`src/design/imu_tilt_pkg.sv`:
```
// Package for the stationary tilt tracker: widths, register indexes, FSM states,
// the arcsine table and a small saturation helper. No dependencies.
`default_nettype none
package imu_tilt_pkg;
  localparam int Window    = 256;
  localparam int PtrW      = $clog2(Window);
  localparam int WarmW     = $clog2(Window + 1);
  localparam int SumW      = 16 + PtrW;

  localparam logic [1:0] RegThreshold = 2'd0;
  localparam logic [1:0] RegPeriod    = 2'd1;
  localparam logic [1:0] RegDt        = 2'd2;
  localparam logic [1:0] RegGain      = 2'd3;

  typedef enum logic [2:0] {
    ST_IDLE, ST_WRITE, ST_SCAN, ST_DECIDE, ST_TILT, ST_POS, ST_OUT
  } state_e;

  typedef struct packed {
    logic write_ring;
    logic scan_start;
    logic scan_step;
    logic capture;
    logic integrate;
    logic pos_calc;
  } cmd_t;

  typedef struct packed {
    logic scan_last;
    logic at_rest;
  } stat_t;

  function automatic logic signed [15:0] asin_tab(input logic [4:0] i);
    logic signed [15:0] r;
    case (i)
      5'd0: r = 16'sd0;     5'd1: r = 16'sd256;   5'd2: r = 16'sd513;
      5'd3: r = 16'sd773;   5'd4: r = 16'sd1035;  5'd5: r = 16'sd1302;
      5'd6: r = 16'sd1574;  5'd7: r = 16'sd1855;  5'd8: r = 16'sd2145;
      5'd9: r = 16'sd2447;  5'd10: r = 16'sd2765; 5'd11: r = 16'sd3105;
      5'd12: r = 16'sd3474; 5'd13: r = 16'sd3885; 5'd14: r = 16'sd4364;
      5'd15: r = 16'sd4978; default: r = 16'sd6434;
    endcase
    return r;
  endfunction

  function automatic logic signed [15:0] sat16(input logic signed [40:0] v);
    if (v > 41'sd32767) return 16'sh7fff;
    if (v < -41'sd32768) return 16'sh8000;
    return v[15:0];
  endfunction
endpackage
`default_nettype wire

```
`src/design/imu_tilt_ctrl.sv`:
```
// Sequencer of the tilt tracker: handshakes, warm-up, period count and the
// decision to scan. Uses imu_tilt_pkg.
`default_nettype none
module imu_tilt_ctrl
  import imu_tilt_pkg::*;
(
  input  wire logic        clk_i,
  input  wire logic        rst_ni,
  input  wire logic        in_valid_i,
  output logic             in_stall_o,
  output logic             out_valid_o,
  input  wire logic        out_stall_i,
  input  wire logic [15:0] check_period_i,
  input  wire stat_t       stat_i,
  output cmd_t             cmd_o,
  output logic             caught_o
);
  state_e state_q, state_d;
  logic [WarmW-1:0] warm_q, warm_d;
  logic bias_q, bias_d, caught_q, caught_d;
  logic [15:0] pcnt_q, pcnt_d;

  always_ff @(posedge clk_i or negedge rst_ni) begin
    if (!rst_ni) begin
      state_q <= ST_IDLE; warm_q <= WarmW'(Window); bias_q <= 1'b0;
      caught_q <= 1'b0; pcnt_q <= '0;
    end else begin
      state_q <= state_d; warm_q <= warm_d; bias_q <= bias_d;
      caught_q <= caught_d; pcnt_q <= pcnt_d;
    end
  end

  always_comb begin
    state_d = state_q; warm_d = warm_q; bias_d = bias_q; caught_d = caught_q;
    pcnt_d = pcnt_q; cmd_o = '0;
    in_stall_o = 1'b1; out_valid_o = 1'b0;
    unique case (state_q)
      ST_IDLE: begin
        in_stall_o = 1'b0;
        if (in_valid_i) begin
          state_d = ST_WRITE;
        end
      end
      ST_WRITE: begin
        cmd_o.write_ring = 1'b1;
        caught_d = 1'b0;
        if (warm_q != '0) begin
          warm_d = warm_q - 1'b1;
          state_d = ST_IDLE;
        end else if (!bias_q) begin
          cmd_o.scan_start = 1'b1;
          state_d = ST_SCAN;
        end else if (pcnt_q > check_period_i) begin
          pcnt_d = '0;
          cmd_o.scan_start = 1'b1;
          state_d = ST_SCAN;
        end else begin
          state_d = ST_TILT;
        end
      end
      ST_SCAN: begin
        cmd_o.scan_step = 1'b1;
        if (stat_i.scan_last) begin
          state_d = ST_DECIDE;
        end
      end
      ST_DECIDE: begin
        // At the first capture the period count is 0, so no second scan follows.
        if (stat_i.at_rest) begin
          cmd_o.capture = 1'b1;
          caught_d = 1'b1;
          bias_d = 1'b1;
          if (!bias_q && pcnt_q > check_period_i) begin
            pcnt_d = '0;
            cmd_o.scan_start = 1'b1;
            state_d = ST_SCAN;
          end else begin
            state_d = ST_TILT;
          end
        end else if (!bias_q) begin
          state_d = ST_IDLE;
        end else begin
          state_d = ST_TILT;
        end
      end
      ST_TILT: begin
        cmd_o.integrate = !caught_q;
        if (pcnt_q != 16'hffff) pcnt_d = pcnt_q + 1'b1;
        state_d = ST_POS;
      end
      ST_POS: begin
        cmd_o.pos_calc = 1'b1;
        state_d = ST_OUT;
      end
      ST_OUT: begin
        out_valid_o = 1'b1;
        if (!out_stall_i) state_d = ST_IDLE;
      end
      default: state_d = ST_IDLE;
    endcase
  end

  assign caught_o = caught_q;
endmodule
`default_nettype wire

```
`config.mk`:
```
export PLATFORM = sky130hd
export DESIGN_NAME = imu_tilt_ctrl
export DESIGN_NICKNAME = d
export VERILOG_FILES = /design/src/design/imu_tilt_pkg.sv /design/src/design/imu_tilt_ctrl.sv
export SDC_FILE = /design/constraint.sdc
export NUM_CORES = 1
export LEC_CHECK = 0
export BUFFER_PORTS_ARGS = -buffer_cell sky130_fd_sc_hd__buf_2
export CELL_PAD_IN_SITES_DETAIL_PLACEMENT = 0
export CELL_PAD_IN_SITES_GLOBAL_PLACEMENT = 1
export CORE_MARGIN = 1
export CORE_UTILIZATION = 31
export DETAILED_ROUTE_END_ITERATION = 10
export PLACE_DENSITY_LB_ADDON = 0.1
export SYNTH_ARGS = -nofsm -noshare
export SYNTH_HDL_FRONTEND = slang
export SYNTH_SLANG_ARGS = --single-unit
```
`constraint.sdc`:
```
create_clock -name clk_i -period 2.5 [get_ports clk_i]
set_clock_uncertainty 0.1 [all_clocks]
set_input_delay 0.5 -clock clk_i [delete_from_list [all_inputs] [get_ports clk_i]]
set_output_delay 0.5 -clock clk_i [all_outputs]
set_load 0.005 [all_outputs]
```
# == Yosys cells after proc, flatten, opt, wreduce, memory -nomap -nowiden ==
# Cells that the tools add are included.
# totals
wordCells,69
input_bits,22
reg_bits,30
# op_classes
n_eq_ne,16
n_lt_le_gt_ge,1
addsub,2
reduce_logical,12
n_mux,33
# op_table
operator,count
two-way mux 16 bit,6
case mux 16 bit (3 select lines),1
two-way mux 3 bit,9
case mux 3 bit (7 select lines),1
!= test 2 bit (second input constant),9
adder 16 x 1 -> 16 bit (second input constant),1
greater-than comparator 16 bit,1
!= test 16 bit (second input constant),1
two-way mux 1 bit,14
equality test 3 bit (second input constant),3
nonzero test 9 bit,1
subtractor 9 x 1 -> 9 bit (second input constant),1
AND reduction 7 bit,1
equality test 3 x 2 -> 1 bit (second input constant),2
AND reduction 2 bit,3
case mux 1 bit (2 select lines),2
equality test 3 x 1 -> 1 bit (second input constant),1
zero test 3 bit,1
AND reduction 3 bit,1
nonzero test 3 bit,1
zero test 1 bit,2
nonzero test 2 bit,1
logical AND 1 bit,1

# == Longest topological paths before layout ==
# depth
ltp_word,5
depth_mapped,9

# == Worst setup path before layout ==
# OpenSTA, ideal clock, no wires.
# synth_timing
path_type,input to output
startpoint,in check_period_i[7]
endpoint,out cmd_o[4] in the netlist's numbering
t_required_ps,1900
n_path_buf,0
path_stages,8
slack_ps,-96
t_arrival_ps,1996
cell_sequence,inv_1 > ha_1 > a21oi_1 > o21ai_0 > a41o_1 > nor4_1 > o21bai_1 > nand2_1
# synth_rtl
item,line,rtl
from (decl),imu_tilt_ctrl.sv:13,"input wire logic [15:0] check_period_i,"
to (decl),imu_tilt_ctrl.sv:15,"output cmd_t cmd_o,"

==> results <==
- The horizontal die dimension is 83.01 µm.
- The number of global-route vias before repair was 1863.
- The footprint of the flip-flops and latches is 752.0 µm².
- The count of final max-slew check failures was 0.
- In the final routed layout, each cell accounts on average for 13.74 µm.
- Of the post-synthesis cell area, the dominant cell type holds 0.3567.
- Of the available clock period, the critical path in the final layout requires 1.118.
- The fraction of power consumed by combinational cells is 0.583.
- In this run the worst path has a maximum fanout of 2.
- The number of distinct library cell variants in the gate-level netlist after synthesis is 39.
- The net count reported at finish is 344.
- The number of cells on the worst reg-to-reg path is 10.
- The area of the core is 6350 µm².
- Counting I/O delays and the setup requirement, the final critical path takes 2795 ps.
- Setup repair after global routing could not meet its margin everywhere.
- The tree is rooted in a sky130_fd_sc_hd__clkbuf_8.
- The number of nets produced by synthesis is 277.
- The min-delay analysis places its worst path in the category in2async.
- The first global-routing pass estimated 8894 µm of wire.
- The biggest area consumer among synthesized cells is sky130_fd_sc_hd__dfrtp_1.
- Summing over every cut layer, the via total after detailed routing is 1920.
- In this run the critical register-to-register path is launched from pcnt_q[8].
- The number of standard cells in the layout, taps in and fillers out is 382.
- In the final layout, the multi-input gates occupy 1428 µm².
- The height of the chip is 83.01 µm.
- In this run, synthesis produced a sequential element count of 30.
- By count the netlist is led by sky130_fd_sc_hd__dfrtp_1 (29), sky130_fd_sc_hd__nand2_1 (24), sky130_fd_sc_hd__inv_1 (23).
- During synthesis, Yosys emitted a total of 0 warnings.
- Power spread over the standard cell area amounts to 954.4 nW/µm².
- Summed over all layers, the routed wires come to 5247 µm.
- The most used flip-flop cell after synthesis is sky130_fd_sc_hd__dfrtp_1.
- The share of flip-flops with an asynchronous set or reset after synthesis is 1.000.
- The internal power consumption is 0.001600 W.
- The area growth from synthesis to layout is 43.36%.
- The required time of the critical path is 1900 ps.
- The count of final hold-check violations was 0.
- Of the total power, the clock network draws 0.154.
- At the pin with the least slew margin, the transition time is 694.3 ps.
- The port buffer count is 30.
- The sequential cell area fraction in the yosys report is 0.3696.
- The effective utilization at floorplan is 0.3204.
- The arrival time at the worst endpoint is 2200 ps.
- The critical path ends at cmd_o[4].
- TritonCTS built the clock tree.
- The post-route DRC violation count is 0.
- Using the TritonRoute via totals, the vias-per-cell ratio works out to 5.026.
- After clock tree synthesis, the clock-pin slew on the worst setup and hold paths is 70 ps.
- Measured against its own limit, the worst slew margin works out to 0.5371.
- The post-route antenna net violation count is 0.
- The worst-case IR drop observed on VDD is 451.3 µV.
- The overflow left after global routing is 0.
- The maximum number of buffers from clock root to sink is 2.
- The number of endpoints failing setup at the final stage is 7.
- The reg-to-reg critical path endpoint is pcnt_q[14].
- The worst hold margin is 152.1 ps.
- The type of the worst setup path is reg2out.
- For this design the total switching power over the nets is 0.001184 W.
- The analysis attributes to cell leakage a power of 1.344 nW.
- The worst path setup slack after routing is -295.5 ps.
- OpenSTA, run right after detailed placement, puts the worst setup slack at -279.8 ps.
- The number of hold buffers added after cts is 0.
- In this run the worst setup path begins at pcnt_q[8].
- The initial antenna violation count is 0.
- The startpoint type of the worst setup path is a flip-flop.
- The synthesized area is 2034 µm².
- The number of fill cells in the layout is 652.
- In the post-synthesis netlist, the cell with the most instances is sky130_fd_sc_hd__dfrtp_1.
- The violation count after the first detailed-route iteration is 130.
- The I/O pin total is 31.
- Of the cells placed in the final design, the portion with a size suffix greater than 1 is 0.3541.
- The final reports fail on setup timing.
- Of the total power, the share spent switching nets is 0.4252.
- After synthesis, the mean cell area works out to 8.584 µm².
- The insertion delay to the later sink of the worst-skew pair is 290 ps.
- The number of synthesized flops with an enable pin is 0.
- The global-route total usage across every layer is 0.1606.
- The number of sinks driven by the clock tree is 30.
- The number of detailed-routing iterations run before antenna repair is 4.
- The flow ran to the end, but the final reports show violations.
- The count of standard-cell rows is 29.
- The type of element capturing the critical path is an output pin.
- The H-tree was split into 2 levels.
- The worst-case register-to-register setup slack is -50 ps.
- The sequential fraction of design power is 0.263.
- The placed wire-length estimate after detailed placement is 3710 µm.
- The total die area is 6891 µm².
- The number of maximum-capacitance constraint violations is 0.
- The congestion estimate from routability-driven global placement came to 0.7447.
- The repair_antennas step left the layout with diodes totalling 0.
- Entering global routing, the biggest net connects 31 pins.
- The post-placement cell count is 369.
- By area the synthesized netlist is led by sky130_fd_sc_hd__dfrtp_1 (36%), sky130_fd_sc_hd__ha_1 (11%), sky130_fd_sc_hd__a21oi_1 (4.7%).
- The number of buffers created by CTS is 5.
- The maximum frequency from static timing analysis is 357.7 MHz.
- The count of mapped cells out of synthesis is 237.
[worst min-delay path by stage]
stage | end | slack (ps) | cells past startpoint
after floorplan | bias_q | 100 | 0
after global placement | warm_q[7] | 360 | 1
after detailed placement | warm_q[7] | 360 | 1
after CTS | pcnt_q[13] | 190 | 1
after global routing | pcnt_q[14] | 220 | 1
final | pcnt_q[13] | 150 | 1
[flip-flops by register name (all words and copies together) (netlist names)]
register / cells
state_q: 3
bias_q: 1
caught_o: 1
warm_q: 9
pcnt_q: 16
[worst max-delay path, stage by stage, from the launching register on]
cell	delay, ps
sky130_fd_sc_hd__dfrtp_1	430
sky130_fd_sc_hd__ha_4	290
sky130_fd_sc_hd__nand4_1	110
sky130_fd_sc_hd__or4_4	510
sky130_fd_sc_hd__a21oi_4	150
sky130_fd_sc_hd__nor4_4	60
sky130_fd_sc_hd__o21bai_4	190
sky130_fd_sc_hd__nand2_1	60
sky130_fd_sc_hd__buf_2	100
[area by class of cell]
cell class / instances / area share
clock inverters: 2 / 0.004290
flip-flops and latches: 30 / 0.2578
repair buffers: 68 / 0.1574
multi-input cells: 176 / 0.4895
clock buffers: 6 / 0.02831
well taps: 77 / 0.03303
inverters: 23 / 0.02960
[layer usage]
metal  wire length (µm)  GRT usage
met5                  0          0
met4                 58    0.04702
met3                187    0.02982
met2               2399     0.2593
met1               2601     0.2188
[what timing repair did]
action                     in CTS  in global routing
cloned                          1                  0
pin swaps                      12                  7
resized for setup              16                 19
setup endpoints to repair      17                 17
buffers inserted                1                  5
[power groups by stage]
stage | combinational, W | clock [W] | sequential, W
after floorplan | 0.000733 | 0 | 0.000756
after global placement | 0.00133 | 0 | 0.000720
after detailed placement | 0.00133 | 0 | 0.000720
after CTS | 0.00146 | 0.000443 | 0.000720
after global routing | 0.00181 | 0.000467 | 0.000751
final | 0.00162 | 0.000429 | 0.000733
[kinds of logic after synthesis]
group | share of synthesized area
AO/OA/AOI/OAI | 0.1907
XOR/XNOR | 0.03014
adder cells (fa/ha/maj) | 0.1107
buffers and inverters | 0.06089
flip-flops | 0.3696
multiplexers | 0.009840
AND/OR/NAND/NOR | 0.2282
[through the flow]
| stage | cell area [µm²] | utilization | total power (W) | setup TNS, ps |
|---|---|---|---|---|
| finish | 2917 | 0.4593 | 0.002784 | -552.1 |
| global route | 2917 | 0.4593 | 0.003023 | -1225 |
| CTS | 2723 | 0.4288 | 0.002625 | -1164 |
| detailed placement | 2514 | 0.3959 | 0.002047 | -4241 |
| global placement | 2514 | 0.3959 | 0.002053 | -2856 |
| floorplan | 2044 | - | 0.001489 | 0 |
[cells in the final DEF, fill, tap and decap left out, drive strengths merged]
master and count:
o311a 1, nor2 15, inv 23, nand2b 3, o31ai 1, a31oi 15
and2 2, nand3 12, or4 1, nor2b 1, clkbuf 6, clkinv 1
buf 68, o21a 4, o21bai 3, xnor2 4, dfrtp 29, dfstp 1
a211oi 2, o211ai 1, mux2i 2, nand2 24, ha 18, and3 4
a41o 1, nor4 5, nand4b 1, o21ai 9, xor2 3, a21oi 19
nor3b 1, a41oi 4, clkinvlp 1, nor3 9, nand4 8, or3 3
Power figures use the tool's default switching activity.
